--- src/rtl/spcu_pkg.sv ---
// Shared constants, types and buffer-write/scaler structs for the sensor
// packet check and unpack block. No dependencies.
package spcu_pkg;

   localparam int MAX_CHANNELS = 8;
   localparam int PACKET_BYTES = 64;
   localparam int RESULT_LIMIT = 8;
   localparam int CHAN_LIMIT   = (MAX_CHANNELS < RESULT_LIMIT) ? MAX_CHANNELS : RESULT_LIMIT;

   localparam int HEADER_BYTES = 2;
   localparam int SAMPLE_BYTES = 3;

   localparam int ADDR_W = $clog2(PACKET_BYTES);
   localparam int CNT_W  = $clog2(PACKET_BYTES + 1);
   localparam int POS_W  = $clog2(HEADER_BYTES + SAMPLE_BYTES * CHAN_LIMIT + PACKET_BYTES + 1);
   localparam int CHAN_W = $clog2(CHAN_LIMIT + 1);

   // uv = raw * 187.5 / 8388607 in Q8.16 -> raw * 12288000 / 8388607
   localparam logic [23:0] SCALE_NUM = 24'd12288000;
   localparam logic [23:0] SCALE_DEN = 24'd8388607;

   localparam logic [3:0] CHANNEL_COUNT_RESET = 4'd8;

   typedef enum logic [1:0] {
      ST_OK       = 2'd0,
      ST_CHECKSUM = 2'd1,
      ST_OVERFLOW = 2'd2
   } status_type;

   typedef enum logic [2:0] {
      S_IDLE,
      S_RD0,
      S_RD1,
      S_RD2,
      S_RD3,
      S_SCALE,
      S_WAIT
   } state_type;

   typedef struct packed {
      logic              en;
      logic [ADDR_W-1:0] addr;
      logic [7:0]        data;
   } store_wr_type;

   typedef struct packed {
      logic               valid;
      logic signed [23:0] raw;
   } scale_in_type;

   typedef struct packed {
      logic               valid;
      logic signed [24:0] uv;
   } scale_out_type;

endpackage

--- src/rtl/sensor_packet_check_and_unpack_top.sv ---
// Sensor packet check and unpack: checksum, byte buffer, sample decode.
// Depends on spcu_pkg, spcu_byte_store, spcu_scaler.
//
//   channel   ports                         handshake
//   request   req_data_byte/last_byte/time  start & !busy
//   response  rsp_*                         rsp_valid, one cycle, no stall
//   csr       csr_write_data                csr_write_enable
//
// A byte that is not last is accepted while busy stays low.
// A last byte of a bad or oversized packet gives one response the next cycle.
// A last byte of a good packet raises busy; each channel then takes three
// reads of the byte buffer, then the two-stage scaler.
// Synchronous reset clears counters and sets channel_count to 8; the buffer
// contents stay undefined. The receiver cannot stall responses.
module sensor_packet_check_and_unpack_top (
   input  logic               clock,
   input  logic               reset,
   input  logic               start,
   output logic               busy,
   input  logic [7:0]         req_data_byte,
   input  logic               req_last_byte,
   input  logic [63:0]        req_packet_time,
   output logic               rsp_valid,
   output logic [1:0]         rsp_status,
   output logic [2:0]         rsp_channel,
   output logic signed [23:0] rsp_raw_sample,
   output logic signed [24:0] rsp_sample_uv,
   output logic               rsp_last_result,
   output logic [63:0]        rsp_time_out,
   output logic [31:0]        rsp_good_packets,
   output logic [31:0]        rsp_bad_packets,
   input  logic               csr_write_enable,
   input  logic [3:0]         csr_write_data
);

   localparam int CNT_W  = spcu_pkg::CNT_W;
   localparam int POS_W  = spcu_pkg::POS_W;
   localparam int CHAN_W = spcu_pkg::CHAN_W;
   localparam int ADDR_W = spcu_pkg::ADDR_W;

   spcu_pkg::state_type state_ff, state_in;
   logic [CNT_W-1:0]    count_ff, count_in;
   logic [7:0]          sum_ff, sum_in;
   logic                ovf_ff, ovf_in;
   logic [31:0]         accepted_ff, accepted_in;
   logic [31:0]         failed_ff, failed_in;
   logic [3:0]          cfg_ff;
   logic [CNT_W-1:0]    len_ff, len_in;
   logic [CHAN_W-1:0]   n_ff, n_in;
   logic [CHAN_W-1:0]   chan_ff, chan_in;
   logic [POS_W-1:0]    base_ff, base_in;
   logic                chan_ok_ff, chan_ok_in;
   logic [23:0]         raw_ff, raw_in;
   logic [63:0]         time_ff, time_in;

   logic                 valid_ff, valid_in;
   spcu_pkg::status_type status_ff, status_in;
   logic [2:0]           ch_ff, ch_in;
   logic signed [23:0]   raw_out_ff, raw_out_in;
   logic signed [24:0]   uv_ff, uv_in;
   logic                 last_ff, last_in;

   spcu_pkg::store_wr_type  wr;
   logic [POS_W-1:0]        rd_pos;
   logic [7:0]              rd_data;
   spcu_pkg::scale_in_type  scale_in;
   spcu_pkg::scale_out_type scale_out;

   logic       accept;
   logic       room;
   logic [3:0] n_cfg;
   logic       last_chan;
   logic [POS_W-1:0] chan_end;

   spcu_byte_store u_store (
      .clock      (clock),
      .wr         (wr),
      .rd_addr    (rd_pos[ADDR_W-1:0]),
      .rd_data_ff (rd_data)
   );

   spcu_scaler u_scaler (
      .clock     (clock),
      .reset     (reset),
      .scale_in  (scale_in),
      .scale_out (scale_out)
   );

   assign busy   = (state_ff != spcu_pkg::S_IDLE);
   assign accept = start && !busy;
   assign room   = (count_ff < CNT_W'(spcu_pkg::PACKET_BYTES));

   // zero acts as one, large values clamp
   always_comb begin
      if (cfg_ff == 4'd0) begin
         n_cfg = 4'd1;
      end else if (cfg_ff > 4'(spcu_pkg::CHAN_LIMIT)) begin
         n_cfg = 4'(spcu_pkg::CHAN_LIMIT);
      end else begin
         n_cfg = cfg_ff;
      end
   end

   assign last_chan = ((chan_ff + CHAN_W'(1)) == n_ff);
   assign chan_end  = base_ff + POS_W'(spcu_pkg::SAMPLE_BYTES);

   always_comb begin
      state_in    = state_ff;
      count_in    = count_ff;
      sum_in      = sum_ff;
      ovf_in      = ovf_ff;
      accepted_in = accepted_ff;
      failed_in   = failed_ff;
      len_in      = len_ff;
      n_in        = n_ff;
      chan_in     = chan_ff;
      base_in     = base_ff;
      chan_ok_in  = chan_ok_ff;
      raw_in      = raw_ff;
      time_in     = time_ff;
      valid_in    = 1'b0;
      status_in   = status_ff;
      ch_in       = ch_ff;
      raw_out_in  = raw_out_ff;
      uv_in       = uv_ff;
      last_in     = last_ff;
      wr.en       = 1'b0;
      wr.addr     = count_ff[ADDR_W-1:0];
      wr.data     = req_data_byte;
      rd_pos      = base_ff;
      scale_in.valid = 1'b0;
      scale_in.raw   = chan_ok_ff ? $signed(raw_ff) : 24'sd0;

      case (state_ff)
         spcu_pkg::S_IDLE: begin
            if (accept) begin
               wr.en = room;
               if (room) begin
                  count_in = count_ff + CNT_W'(1);
               end else begin
                  ovf_in = 1'b1;
               end
               if (!req_last_byte) begin
                  sum_in = sum_ff + req_data_byte;
               end else begin
                  time_in  = req_packet_time;
                  count_in = '0;
                  sum_in   = '0;
                  ovf_in   = 1'b0;
                  ch_in      = 3'd0;
                  raw_out_in = 24'sd0;
                  uv_in      = 25'sd0;
                  last_in    = 1'b1;
                  if (ovf_ff || !room) begin
                     valid_in  = 1'b1;
                     status_in = spcu_pkg::ST_OVERFLOW;
                  end else if ((count_ff != '0) && (~sum_ff != req_data_byte)) begin
                     valid_in  = 1'b1;
                     status_in = spcu_pkg::ST_CHECKSUM;
                     failed_in = failed_ff + 32'd1;
                  end else begin
                     accepted_in = accepted_ff + 32'd1;
                     len_in      = count_ff + CNT_W'(1);
                     n_in        = CHAN_W'(n_cfg);
                     chan_in     = '0;
                     base_in     = POS_W'(spcu_pkg::HEADER_BYTES);
                     state_in    = spcu_pkg::S_RD0;
                  end
               end
            end
         end
         spcu_pkg::S_RD0: begin
            chan_ok_in = (chan_end <= POS_W'(len_ff)) &&
                         (chan_end <= POS_W'(spcu_pkg::PACKET_BYTES));
            state_in   = spcu_pkg::S_RD1;
         end
         spcu_pkg::S_RD1: begin
            rd_pos   = base_ff + POS_W'(1);
            raw_in   = {raw_ff[15:0], rd_data};
            state_in = spcu_pkg::S_RD2;
         end
         spcu_pkg::S_RD2: begin
            rd_pos   = base_ff + POS_W'(2);
            raw_in   = {raw_ff[15:0], rd_data};
            state_in = spcu_pkg::S_RD3;
         end
         spcu_pkg::S_RD3: begin
            raw_in   = {raw_ff[15:0], rd_data};
            state_in = spcu_pkg::S_SCALE;
         end
         spcu_pkg::S_SCALE: begin
            scale_in.valid = 1'b1;
            state_in       = spcu_pkg::S_WAIT;
         end
         spcu_pkg::S_WAIT: begin
            if (scale_out.valid) begin
               valid_in   = 1'b1;
               status_in  = spcu_pkg::ST_OK;
               ch_in      = 3'(chan_ff);
               raw_out_in = chan_ok_ff ? $signed(raw_ff) : 24'sd0;
               uv_in      = scale_out.uv;
               last_in    = last_chan;
               chan_in    = chan_ff + CHAN_W'(1);
               base_in    = chan_end;
               state_in   = last_chan ? spcu_pkg::S_IDLE : spcu_pkg::S_RD0;
            end
         end
         default: begin
            state_in = spcu_pkg::S_IDLE;
         end
      endcase
   end

   always_ff @(posedge clock) begin
      if (reset) begin
         state_ff    <= spcu_pkg::S_IDLE;
         count_ff    <= '0;
         sum_ff      <= '0;
         ovf_ff      <= 1'b0;
         accepted_ff <= '0;
         failed_ff   <= '0;
         cfg_ff      <= spcu_pkg::CHANNEL_COUNT_RESET;
         valid_ff    <= 1'b0;
      end else begin
         state_ff    <= state_in;
         count_ff    <= count_in;
         sum_ff      <= sum_in;
         ovf_ff      <= ovf_in;
         accepted_ff <= accepted_in;
         failed_ff   <= failed_in;
         valid_ff    <= valid_in;
         if (csr_write_enable) begin
            cfg_ff <= csr_write_data;
         end
      end
      len_ff     <= len_in;
      n_ff       <= n_in;
      chan_ff    <= chan_in;
      base_ff    <= base_in;
      chan_ok_ff <= chan_ok_in;
      raw_ff     <= raw_in;
      time_ff    <= time_in;
      status_ff  <= status_in;
      ch_ff      <= ch_in;
      raw_out_ff <= raw_out_in;
      uv_ff      <= uv_in;
      last_ff    <= last_in;
   end

   assign rsp_valid        = valid_ff;
   assign rsp_status       = status_ff;
   assign rsp_channel      = ch_ff;
   assign rsp_raw_sample   = raw_out_ff;
   assign rsp_sample_uv    = uv_ff;
   assign rsp_last_result  = last_ff;
   assign rsp_time_out     = time_ff;
   assign rsp_good_packets = accepted_ff;
   assign rsp_bad_packets  = failed_ff;

   a_error_is_final: assert property (@(posedge clock) disable iff (reset)
      (valid_ff && (status_ff != spcu_pkg::ST_OK)) |->
      (last_ff && (raw_out_ff == 24'sd0) && (uv_ff == 25'sd0)))
      else $error("error response not final or carries sample data");

   a_more_channels_busy: assert property (@(posedge clock) disable iff (reset)
      (valid_ff && !last_ff) |=> busy)
      else $error("dropped pending channels");

   a_busy_after_request: assert property (@(posedge clock) disable iff (reset)
      $rose(busy) |-> $past(start && req_last_byte))
      else $error("busy without a final request byte");

   a_count_bound: assert property (@(posedge clock) disable iff (reset)
      count_ff <= CNT_W'(spcu_pkg::PACKET_BYTES))
      else $error("byte count past buffer depth");

endmodule

--- src/rtl/spcu_byte_store.sv ---
// Packet byte buffer: one write port, one read port, registered read data.
// Depends on spcu_pkg.
module spcu_byte_store (
   input  logic                        clock,
   input  spcu_pkg::store_wr_type      wr,
   input  logic [spcu_pkg::ADDR_W-1:0] rd_addr,
   output logic [7:0]                  rd_data_ff
);

   logic [7:0] store_mem [spcu_pkg::PACKET_BYTES];

   always_ff @(posedge clock) begin
      if (wr.en) begin
         store_mem[wr.addr] <= wr.data;
      end
      rd_data_ff <= store_mem[rd_addr];
   end

endmodule

--- src/rtl/spcu_scaler.sv ---
// Two-stage scaler: 24-bit sample to microvolts, Q8.16, rounded half away
// from zero. Stage 1 multiplies, stage 2 divides by the constant denominator.
// Depends on spcu_pkg.
module spcu_scaler (
   input  logic                    clock,
   input  logic                    reset,
   input  spcu_pkg::scale_in_type  scale_in,
   output spcu_pkg::scale_out_type scale_out
);

   localparam logic [24:0] TWO_DEN  = {spcu_pkg::SCALE_DEN, 1'b0};
   localparam logic [25:0] FOUR_DEN = {spcu_pkg::SCALE_DEN, 2'b00};

   logic        s1_valid_ff;
   logic        s1_neg_ff;
   logic [47:0] s1_prod_ff;
   logic        s2_valid_ff;
   logic signed [24:0] s2_uv_ff;

   logic [23:0] mag;
   logic [48:0] rounded;
   logic [24:0] q_est;
   logic [25:0] rem;
   logic [24:0] q_fix;

   always_comb begin
      mag = scale_in.raw[23] ? (24'd0 - scale_in.raw) : scale_in.raw;
   end

   // divisor 2*(2^23-1) = 2^24 - 2: estimate by shift, then up to two fixes
   always_comb begin
      rounded = {s1_prod_ff, 1'b0} + {25'd0, spcu_pkg::SCALE_DEN};
      q_est   = rounded[48:24];
      rem     = {2'b00, rounded[23:0]} + {q_est, 1'b0};
      if (rem >= FOUR_DEN) begin
         q_fix = q_est + 25'd2;
      end else if (rem >= {1'b0, TWO_DEN}) begin
         q_fix = q_est + 25'd1;
      end else begin
         q_fix = q_est;
      end
   end

   always_ff @(posedge clock) begin
      if (reset) begin
         s1_valid_ff <= 1'b0;
         s2_valid_ff <= 1'b0;
      end else begin
         s1_valid_ff <= scale_in.valid;
         s2_valid_ff <= s1_valid_ff;
      end
      s1_neg_ff  <= scale_in.raw[23];
      s1_prod_ff <= mag * spcu_pkg::SCALE_NUM;
      s2_uv_ff   <= s1_neg_ff ? (25'sd0 - $signed(q_fix)) : $signed(q_fix);
   end

   assign scale_out.valid = s2_valid_ff;
   assign scale_out.uv    = s2_uv_ff;

endmodule
--- config.mk ---
export PLATFORM = sky130hd
export DESIGN_NAME = sensor_packet_check_and_unpack_top
export DESIGN_NICKNAME = d
export VERILOG_FILES = /design/src/rtl/spcu_pkg.sv /design/src/rtl/sensor_packet_check_and_unpack_top.sv /design/src/rtl/spcu_byte_store.sv /design/src/rtl/spcu_scaler.sv
export SDC_FILE = /design/constraint.sdc
export NUM_CORES = 1
export LEC_CHECK = 0
export BUFFER_PORTS_ARGS = -buffer_cell sky130_fd_sc_hd__buf_2
export CAP_MARGIN = 20
export CORE_UTILIZATION = 60
export CTS_BUF_LIST = sky130_fd_sc_hd__clkbuf_8
export DETAILED_ROUTE_END_ITERATION = 10
export PLACE_DENSITY = 0.78
export SYNTH_ARGS = -nofsm -noshare
export SYNTH_HDL_FRONTEND = slang
export SYNTH_HIERARCHICAL = 1
export SYNTH_SLANG_ARGS = --single-unit
--- constraint.sdc ---
create_clock -name clock -period 10.5 [get_ports clock]
set_input_delay 0.525 -clock clock [delete_from_list [all_inputs] [get_ports clock]]
set_output_delay 0.525 -clock clock [all_outputs]
set_load 0.005 [all_outputs]
### Yosys cells after proc, flatten, opt, wreduce, memory -nomap -nowiden

Memories as Yosys holds them, arrays and structs flattened. A register that Yosys moved wholly into a read port is not among the register bits.
Index checks and enable logic that the tools add are counted.

* memories: 1
* bits in registers: 315
* output and inout port bits: 185
* bits in writable memories: 512
* bits of input ports: 81

Memory list
* u_store.store_mem: depth 64, width 8, read ports 1, clocked after memory_dff 1, wr ports 1, line spcu_byte_store.sv:10 `logic [7:0] store_mem [spcu_pkg::PACKET_BYTES];`

* equal/unequal tests: 15
* order comparisons: 6
* multiplexer cells: 64
* $add $sub $neg: 14
* reduce and logical (&&, ||, !) cells: 24
* $mul: 1
* bitwise operators: 3

Operators by type and width (count)
* $mux 25: 6
* $mux 24: 5
* $add 32x1->32 const B: 2
* $pmux 25 s2: 1
* $add 49x23->49 const B: 1
* $mux 7: 7
* $pmux 24 s2: 1
* $mul 24x9->33 const B: 1
* $add 24x26->26: 1
* $ge 26x24->1 const B: 1
* $ge 26x25->1 const B: 1
* $add 25x1->25 const B: 1
* $add 25x2->25 const B: 1
* $sub 1x25->25 const A: 1
* $mux 3: 8
* $mux 4: 6
* $sub 1x24->24 const A: 1
* $pmux 3 s7: 1
* $reduce_and 5->1: 4
* $mux 1: 16
* $pmux 7 s2: 1
* $pmux 6 s2: 1
* $mux 2: 5
* $ne 2x2->1 const B: 5
* other kinds (38): 49

### Logic depth before layout (Yosys ltp)

Gate-level depths: netlist of the first run.

* word-level depth: 8
* mapped depth: 31
* mapped depth without buffers: 31

### By module

Netlist of the first run, hierarchy kept.

Modules (own cells, without submodules)
* spcu_byte_store: instances 1, cells an instance 972, seq. area each 15534.9 µm², area each 20190.6 µm²
* sensor_packet_check_and_unpack_top: instances 1, cells an instance 906, seq. area each 6746.5 µm², area each 10704.0 µm²
* spcu_scaler: instances 1, cells an instance 1218, seq. area each 1221.2 µm², area each 10274.9 µm²

### Least setup slack after synthesis of the first run

OpenSTA, ideal clock, no wires.

* kind: reg-to-reg
* from: reg chan_ok_ff
* to: reg u_scaler.s1_prod_ff[45]
* required time: 10428 ps
* buffers on the path: 1
* cell stages (with the launch flop): 28
* setup slack: 3139 ps
* clock period less this slack: 7361 ps
* arrival time: 7288 ps
* cell sequence: edfxtp_1 -> clkbuf_1 -> and2_1 -> or4_1 -> nor4_1 -> nand2b_1 -> and2_1 -> xor2_1 -> inv_1 -> fa_1 -> inv_1 -> fa_1 -> inv_1 -> fa_1 -> inv_1 -> fa_1 -> ha_1 -> or3_1 -> o21ai_0 -> a21oi_1 -> a41o_1 -> o41ai_1 -> o21ai_0 -> o211a_1 -> o21a_1 -> o21ai_0 -> nor2b_1 -> xnor2_1

RTL lines
* start: declaration: line sensor_packet_check_and_unpack_top.sv:52 `logic chan_ok_ff, chan_ok_in;`
* start signal: assignment: line sensor_packet_check_and_unpack_top.sv:240 `chan_ok_ff <= chan_ok_in;`
* end signal: assignment: line spcu_scaler.sv:53 `s1_prod_ff <= mag * spcu_pkg::SCALE_NUM;`
* end: declaration: line spcu_scaler.sv:16 `logic [47:0] s1_prod_ff;`

==> results of run 1 <==
-- routing by layer --
metal	vias up	routed length, um	GRT usage
met5	-	0	0
met3	282	7830	0.0505
met4	0	3760	0.120
met1	13800	39800	0.388
met2	1303	49200	0.479
li1	12300	-	-
-- how the worst max path moves through the flow --
stage	end	slack, ns	cells past startpoint
6_report	u_scaler/s1_prod_ff[45]	1.95	29
5_1_grt	u_scaler/s1_prod_ff[45]	1.39	31
4_1_cts	u_scaler/s1_prod_ff[45]	2.06	29
3_5_place_dp	u_scaler/s1_prod_ff[45]	2.11	29
3_3_place_gp	u_scaler/s1_prod_ff[45]	2.41	29
2_1_floorplan	u_scaler/s1_prod_ff[45]	3.14	27
-- synth_stat cells (31+ instances only) --
master / instances
sky130_fd_sc_hd__nand4_1: 36
sky130_fd_sc_hd__or3_1: 51
sky130_fd_sc_hd__o21ai_0: 70
sky130_fd_sc_hd__nor4_1: 32
sky130_fd_sc_hd__fa_1: 109
sky130_fd_sc_hd__ha_1: 133
sky130_fd_sc_hd__o31ai_1: 51
sky130_fd_sc_hd__nor3_1: 58
sky130_fd_sc_hd__and2_1: 93
sky130_fd_sc_hd__xnor2_1: 101
sky130_fd_sc_hd__edfxtp_1: 678
sky130_fd_sc_hd__clkbuf_1: 74
sky130_fd_sc_hd__nand2_1: 118
sky130_fd_sc_hd__xor2_1: 53
sky130_fd_sc_hd__a21oi_1: 115
sky130_fd_sc_hd__inv_1: 250
sky130_fd_sc_hd__nand3_1: 80
sky130_fd_sc_hd__mux4_2: 124
sky130_fd_sc_hd__or4_1: 46
sky130_fd_sc_hd__nor2_1: 221
sky130_fd_sc_hd__dfxtp_1: 157
sky130_fd_sc_hd__buf_2: 31
-- cell usage in the layout (no fill, tap or decap), types with 27 or more instances in the layout --
cell and count:
sky130_fd_sc_hd__a21oi_1 113, sky130_fd_sc_hd__and2_1 93, sky130_fd_sc_hd__buf_2 265, sky130_fd_sc_hd__buf_4 29, sky130_fd_sc_hd__clkbuf_8 142, sky130_fd_sc_hd__dfxtp_1 157, sky130_fd_sc_hd__dlygate4sd3_1 69, sky130_fd_sc_hd__edfxtp_1 678
sky130_fd_sc_hd__fa_1 109, sky130_fd_sc_hd__ha_1 133, sky130_fd_sc_hd__inv_1 292, sky130_fd_sc_hd__mux2i_1 29, sky130_fd_sc_hd__mux4_2 124, sky130_fd_sc_hd__nand2_1 118, sky130_fd_sc_hd__nand3_1 80, sky130_fd_sc_hd__nand4_1 36
sky130_fd_sc_hd__nor2_1 219, sky130_fd_sc_hd__nor3_1 58, sky130_fd_sc_hd__nor4_1 32, sky130_fd_sc_hd__o21ai_0 68, sky130_fd_sc_hd__o22ai_1 27, sky130_fd_sc_hd__o31ai_1 51, sky130_fd_sc_hd__or3_1 51, sky130_fd_sc_hd__or4_1 46
sky130_fd_sc_hd__xnor2_1 98, sky130_fd_sc_hd__xor2_1 53
-- sequential cells by signal, indices dropped and copies added (netlist names), 8 cells and up --
signal               count
rsp_bad_packets         32
rsp_raw_sample          24
u_store/rd_data_ff       8
rsp_good_packets        32
raw_ff                  24
u_scaler/s1_prod_ff     33
u_store/store_mem      512
sum_ff                   8
rsp_time_out            64
rsp_sample_uv           25
u_scaler/s2_uv_ff       25
-- layout make-up --
class	count	area, um2
diodes	3	7.51
multi-input cells	1877	16100
inverters	254	953
repair buffers	366	2290
clock inverters	95	592
fillers	4657	21000
flip-flops and latches	835	23500
well taps	873	1090
clock buffers	142	1950
-- per-stage QoR --
step           utilization  power, W  setup WS, ns  hold WS, ns  instance area (um2)
6_report             0.689    0.0164          1.95       0.0976                46500
3_5_place_dp         0.641    0.0137          2.11        0.391                43300
2_1_floorplan            -    0.0115          3.14        0.386                41200
3_3_place_gp         0.641    0.0133          2.41        0.387                43300
4_1_cts              0.689    0.0164          2.06       0.0187                46500
5_1_grt              0.689    0.0178          1.39       0.0844                46500
-- power groups by stage --
stage               combinational, W  sequential, W  clock [W]
floorplan                    0.00730        0.00418          0
global placement             0.00909        0.00425          0
detailed placement           0.00939        0.00427          0
CTS                          0.00950        0.00420    0.00273
global route                  0.0107        0.00423    0.00286
finish                       0.00951        0.00421    0.00267
-- worst max-delay path: cells and delay by family, from the launching register on --
kind                     cells  cell delay (ns)
buffers and inverters        5             0.53
XOR/XNOR                     2             0.61
AND/OR/NAND/NOR              7             1.77
flip-flops                   1             0.60
AO/OA/AOI/OAI                9             2.41
adder cells (fa/ha/maj)      6             2.57
-- logic make-up (layout without fill, tap and decap cells) --
| logic type | Yosys count | in the layout | synth area share |
|---|---|---|---|
| DFF | 835 | 835 | 0.571 |
| other | 0 | 3 | 0 |
| and+or+nand+nor | 875 | 875 | 0.114 |
| xor gates and xnor gates | 155 | 155 | 0.0332 |
| adders and majority gates | 242 | 242 | 0.0934 |
| buffers and inverters | 384 | 857 | 0.0387 |
| muxes | 155 | 155 | 0.0754 |
| AOI/OAI and AO/OA | 450 | 450 | 0.0748 |
==> run summary, run 1 <==
The flow ran to the end, and the final reports show no timing, DRC or antenna violations. The depth of the most critical reg-to-reg path works out to 29. The H-tree was split into 4 levels. The clock slew at the register clock pins of the worst setup and hold paths was 0.06 ns. Commonest register cell after synthesis: sky130_fd_sc_hd__edfxtp_1. The share of total power in the clock network was 0.163.

The critical path is of the reg2reg type. After the last flow step, the layout net total stands at 3791. The share of the cycle needed by the critical path after routing came out at 0.814. The total area inside the core boundary comes to 0.0675 mm2.

The async set-reset flop share out of synthesis was 0. The congestion estimate from routability-driven global placement came to 0.951. For the setup clock skew after layout, the log shows 0.0447 ns. The endpoint identified for the worst register-to-register timing path is u_scaler/s1_prod_ff[45]. The sequential area share after synthesis was 0.571.

The internal power contribution was 0.00940 W; the slew at the pin with the worst max-slew slack was 0.984 ns. Along the worst path, the maximum fanout reaches 24. In this run the post-CTS setup repair buffer count came out at 0. The routed design could run at a clock period as short as 8.55 ns. The logs give 28.0k for the number of global-route vias before repair and 0.951 mV for the maximum VDD drop. The arrival time of the worst setup path came out at 9.27 ns.

The number of gates resized after CTS was 0. The area share of the leading cell type in the synthesized netlist was 0.495; the number of design-rule violations left by the first detailed-router iteration was 2778. The logs give 0 for the count of unresolved DRC violations after routing and 0.0697 mm2 for the area enclosed by the die boundary. The min-delay analysis places its worst path in the category in2reg. Fraction of layout instances using a drive strength above 1: 0.186. The tools report the number of nets produced by synthesis as 3419. The die is 264 um wide. The height of the die came out at 264 um.

The worst setup path is launched from a flip-flop. The initial core utilization came out at 0.610. TritonCTS built the clock tree. Counting every instance in the synthesized netlist gives 3096.

In this run the tool buffered the top-level ports with 265 buffer cells. Counting every sink on the clock net gives 835. For this design, the CTS-stage hold fixing added 69 buffers. The number of placed instances, taps included, is 4134. The total detailed-routing wirelength came out at 101000 um. The worst register-to-register path begins at chan_ok_ff. For the total number of vias, the log shows 27.7k. Excluding fillers, the count of instances in the completed layout stands at 4445.

The most area-hungry cell type in the Yosys netlist is sky130_fd_sc_hd__edfxtp_1. In this run the deepest clock path goes through 3 buffers. The mapped netlist covers 0.0412 mm2. Setup violations remaining at the end of the flow were counted as 0. By area the synthesized netlist is led by sky130_fd_sc_hd__edfxtp_1 49%, sky130_fd_sc_hd__dfxtp_1 7.6%, sky130_fd_sc_hd__mux4_2 6.8%. Detailed placement ended at an HPWL of 69100 um. Clock latency on the worst-skew pair, taken at its later pin, is 0.79 ns. The tools report the first-pass GRT wire length as 157000 um. Once detail routing completed, the nets flagged for antenna violations numbered 0.

The total net switching power came out at 0.00698 W. Counting flops with a built-in enable in the synthesized netlist gives 678. In this run, synthesis produced a sequential element count of 835. The share of total power in sequential cells was 0.257; the routed wire length per instance was 22.6 um.

The critical path capture point type is a flip-flop. Entering global routing, the biggest net connects 77 pins. Along the worst hold path, the cell count comes to 3.

The area growth from synthesis to layout is 13.0%. The count of different cell masters after synthesis was 99; the delay of the slowest cell on the worst path was 0.60 ns. In this run the most critical hold path is launched from csr_write_enable. The most numerous cell type found on the critical path is sky130_fd_sc_hd__inv_1.

The tools report the flop-to-flop setup slack as 1.95 ns. The via count normalized by instance count works out to 6.23. After routing, the total negative slack on setup checks comes to 0 ns.

The final number of hold-violating endpoints came out at 0. In this run the core area contains 95 standard-cell rows. The run gives 0.292 as the global-route usage over all layers. Timing would allow up to 117 MHz. The path with the worst hold slack has its endpoint at cfg_ff[0].

The clock root buffer is sky130_fd_sc_hd__clkbuf_8. The tools report the initial antenna violation count as 2. Setup repair after global routing left no endpoint under its margin. The run gives 0.581 as the fraction of power consumed by combinational cells. The tools report the worst slew slack as a fraction of its limit as 0.343. TritonCTS buffer count: 134. For this design the ratio of total power to cell area is 352 mW/mm2. The logs give 0 for the remaining global-route overflow and 6 for the synthesis warning total. The tool flagged a number of max-cap violations equal to 0. The run gives 17.4 nW as the leakage component of the power.

Tracing the worst setup path back leads to its startpoint at chan_ok_ff. For the worst setup path, the data required time is 11.22 ns. The slowest stage of the critical path is the sky130_fd_sc_hd__edfxtp_1 cell. In this run the count of I/O pins placed on the die edge is 266. The iteration count of the initial detailed-routing pass is 6, and the number of pins with negative max-slew slack in the final report is 0.

The switching part of the total power was 0.426; the synthesized area per cell was 13.3 um2.
Power figures use the tool's default switching activity.
==> inputs of run 2 (changes only) <==
==> constraint.sdc (replaced) <==
create_clock -name clock -period 8.7 [get_ports clock]
set_input_delay 0.435 -clock clock [delete_from_list [all_inputs] [get_ports clock]]
set_output_delay 0.435 -clock clock [all_outputs]
set_load 0.005 [all_outputs]
==> run summary, run 2 (same netlist as run 1, synthesis figures left out) <==
The logs give 110 (was 77) for the maximum number of pins on one net before global-route repair and 0 (unchanged) for the number of pins with negative max-slew slack in the final report. For the area of combinational cells with multiple inputs, the log shows 0.0162 mm2 (was 0.0161 mm2). The tools report the storage element area as 0.0235 mm2 (unchanged). The tools report the critical path capture point type as a flip-flop (unchanged).

The height of the die is 264 um (unchanged). The area enclosed by the die boundary is 0.0697 mm2 (unchanged). Fraction of layout instances using a drive strength above 1: 0.188 (was 0.186). The horizontal die dimension was 264 um (unchanged). The half-perimeter wire length after placement is 68200 um (was 69100 um).

The run gives 6 (unchanged) as the iteration count of the initial detailed-routing pass. The buffer levels on the longest clock path is 3 (unchanged). The tools report the total detailed-routing wirelength as 99900 um (was 101000 um). The run gives 0 (unchanged) as the count of unresolved DRC violations after routing. The TritonCTS buffer count came out at 135 (was 134). The leakage component of the power was 17.5 nW (was 17.4 nW).

The run gives 4 (unchanged) as the H-tree depth. The post-place setup slack is 0.447 ns (was 2.11 ns), and the share of the cycle needed by the critical path after routing is 0.928 (was 0.814). Count of max-cap constraint violations: 0 (unchanged). The arrival time of the worst setup path was 8.78 ns (was 9.27 ns); the number of placement rows was 95 (unchanged). The run gives 4660 (was 4657) as the fill cell instance count of the final layout. The clock slew at the register clock pins of the worst setup and hold paths works out to 0.06 ns (about the same). The port buffer count is 265 (unchanged), and the buffer count from post-CTS setup fixing is 0 (unchanged).

The worst setup path category was reg2reg (unchanged). The tools report the post-layout instance area as 0.0467 mm2 (was 0.0465 mm2). The peak clock frequency supported by timing came out at 124 MHz (was 117 MHz). The cell with the biggest individual delay on the critical path was sky130_fd_sc_hd__edfxtp_1 (unchanged).

The tools report the minimum hold slack as 0.0622 ns (was 0.0976 ns). The via count normalized by instance count was 6.22 (was 6.23); the critical-path maximum fanout was 24 (unchanged). For the core utilization of the finished layout, the log shows 0.692 (was 0.689).

The logs give 0.0457 ns (was 0.0447 ns) for the setup clock skew after layout and 266 (unchanged) for the number of top-level design ports. The remaining global-route overflow is 0 (unchanged), and the power density over the cells is 421 mW/mm2 (was 352 mW/mm2). For the initial antenna violation count, the log shows 3 (was 2). The slew at the pin with the worst max-slew slack is 0.975 ns (was 0.984 ns). The run gives 0.610 (unchanged) as the initial core utilization. The most common cell after layout, fill and taps aside is sky130_fd_sc_hd__edfxtp_1 (unchanged). The flow ran to the end, and the final reports show no timing, DRC or antenna violations. The run gives 0.622 ns (was 1.95 ns) as the setup slack of the critical path after layout.

The number of design-rule violations left by the first detailed-router iteration was 2674 (was 2778); the clock latency reported for the late side of the worst-skew pair was 0.80 ns (was 0.79 ns). Class of the most critical hold timing path: in2reg (unchanged). Routed wire length per instance: 22.4 um (was 22.6 um).

The count of endpoints failing setup in the final report was 0 (unchanged). The run gives 835 (unchanged) as the count of clock tree sinks. The tools report the global placement routability congestion as 0.980 (was 0.951). TritonCTS built the clock tree. For the first-pass GRT wire length, the log shows 156000 um (was 157000 um). Placeable core region: 0.0675 mm2 (unchanged).

The logs give 0.292 (about the same) for the global-route usage over all layers and 0.0433 mm2 (about the same) for the cell area after placement. The number of nets in the layout was 3806 (was 3791). Most used cells in the layout excluding fill and tap cells: 678 x sky130_fd_sc_hd__edfxtp_1, 297 x sky130_fd_sc_hd__inv_1, 265 x sky130_fd_sc_hd__buf_2, 219 x sky130_fd_sc_hd__nor2_1, 157 x sky130_fd_sc_hd__dfxtp_1 (was 678 x sky130_fd_sc_hd__edfxtp_1, 292 x sky130_fd_sc_hd__inv_1, 265 x sky130_fd_sc_hd__buf_2, 219 x sky130_fd_sc_hd__nor2_1, 157 x sky130_fd_sc_hd__dfxtp_1). The time the worst path needs with I/O delays and setup is 8.08 ns (was 8.55 ns). The register with the most flip-flops was u_store/store_mem (unchanged).

The delay of the slowest cell on the worst path was 0.61 ns (was 0.60 ns). The total number of vias was 27.7k (about the same); the layout overhead on the synthesized area was 13.5% (was 13.0%). Number of global-route vias before repair: 28.0k (about the same). For the data required time at the worst endpoint, the log shows 9.40 ns (was 11.22 ns). The final number of hold-violating endpoints was 0 (unchanged). The power after layout came out at 0.0197 W (was 0.0164 W). The element type at the critical path start is a flip-flop (unchanged).

The remaining antenna violation count was 0 (unchanged); the maximum VDD drop was 0.953 mV (was 0.951 mV). Clock root buffer: sky130_fd_sc_hd__clkbuf_8 (unchanged). The number of flip-flops under the largest register name works out to 512 (unchanged). Most prevalent standard cell on the critical path: sky130_fd_sc_hd__inv_1 (unchanged).

The worst slew slack as a fraction of its limit came out at 0.350 (was 0.343).
==> run 2: cell types whose count changed in the layout (fill, tap and decap cells not counted), sizes merged, moves of 6 or more <==
cell         change
clkbuf           +6
buf              +6
inv              +7
clkinv           -6
dlygate4sd3      +8
==> run 2: metal layers <==
layer | vias to the layer above | global-route usage | part of all wire | routed length, um
li1 | 12300 | - | - | -
met1 | 13800 | 0.383 | 0.39 | 39100
met2 | 1353 | 0.479 | 0.49 | 48700
met3 | 260 | 0.0553 | 0.081 | 8100
met4 | 0 | 0.125 | 0.040 | 4040
met5 | - | 0 | 0 | 0
==> run 2: repair_timing <==
item / CTS / global route
endpoints found under the hold margin: 82 / 0
hold buffers: 77 / 0
gates resized for setup: 0 / 1
endpoints found under the setup margin: 0 / 2
==> run 2: cell type report <==
cell class,count,share of cell area
inverter,254,0.0204
timing repair buffer,380,0.0519
clock buffer,148,0.0436
clock inverter,96,0.0117
sequential,835,0.503
antenna,1,0.0000536
multi-input combinational,1877,0.346
tap,873,0.0234
==> run 2: stage by stage <==
stage	TNS, ns	instances
after floorplan	0	3096
after global placement	0	4140
after detailed placement	0	4140
after CTS	0	4461
after global routing	-0.0248	4464
final	0	4464
==> run 2: where the power goes <==
group	total [W]	switching, W	internal, W
Clock	0.00322	0.00157	0.00165
Sequential	0.00506	0.000229	0.00483
Combinational	0.0114	0.00652	0.00485
Total	0.0197	0.00832	0.0113
==> run 2: worst max-delay path, delay by kind of cell, from the launching register on <==
family,cells,cell delay (ns)
compound gates,11,2.73
xor+xnor,2,0.46
fa+ha+maj,6,2.54
buf+inv,5,0.48
flops,1,0.61
simple gates,5,1.17
==> run 2: path summary, 6_finish.rpt <==
| kind | startpoint | end | slack (ns) | cells past startpoint |
|---|---|---|---|---|
| worst max-delay path | chan_ok_ff | u_scaler/s1_prod_ff[45] | 0.62 | 29 |
| worst min-delay path | req_data_byte[5] | u_store/store_mem[37][5] | 0.06 | 1 |
| worst max register to register | chan_ok_ff | u_scaler/s1_prod_ff[45] | 0.62 | 29 |
| worst min register to register | u_store/rd_data_ff[5] | raw_ff[5] | 0.38 | 0 |
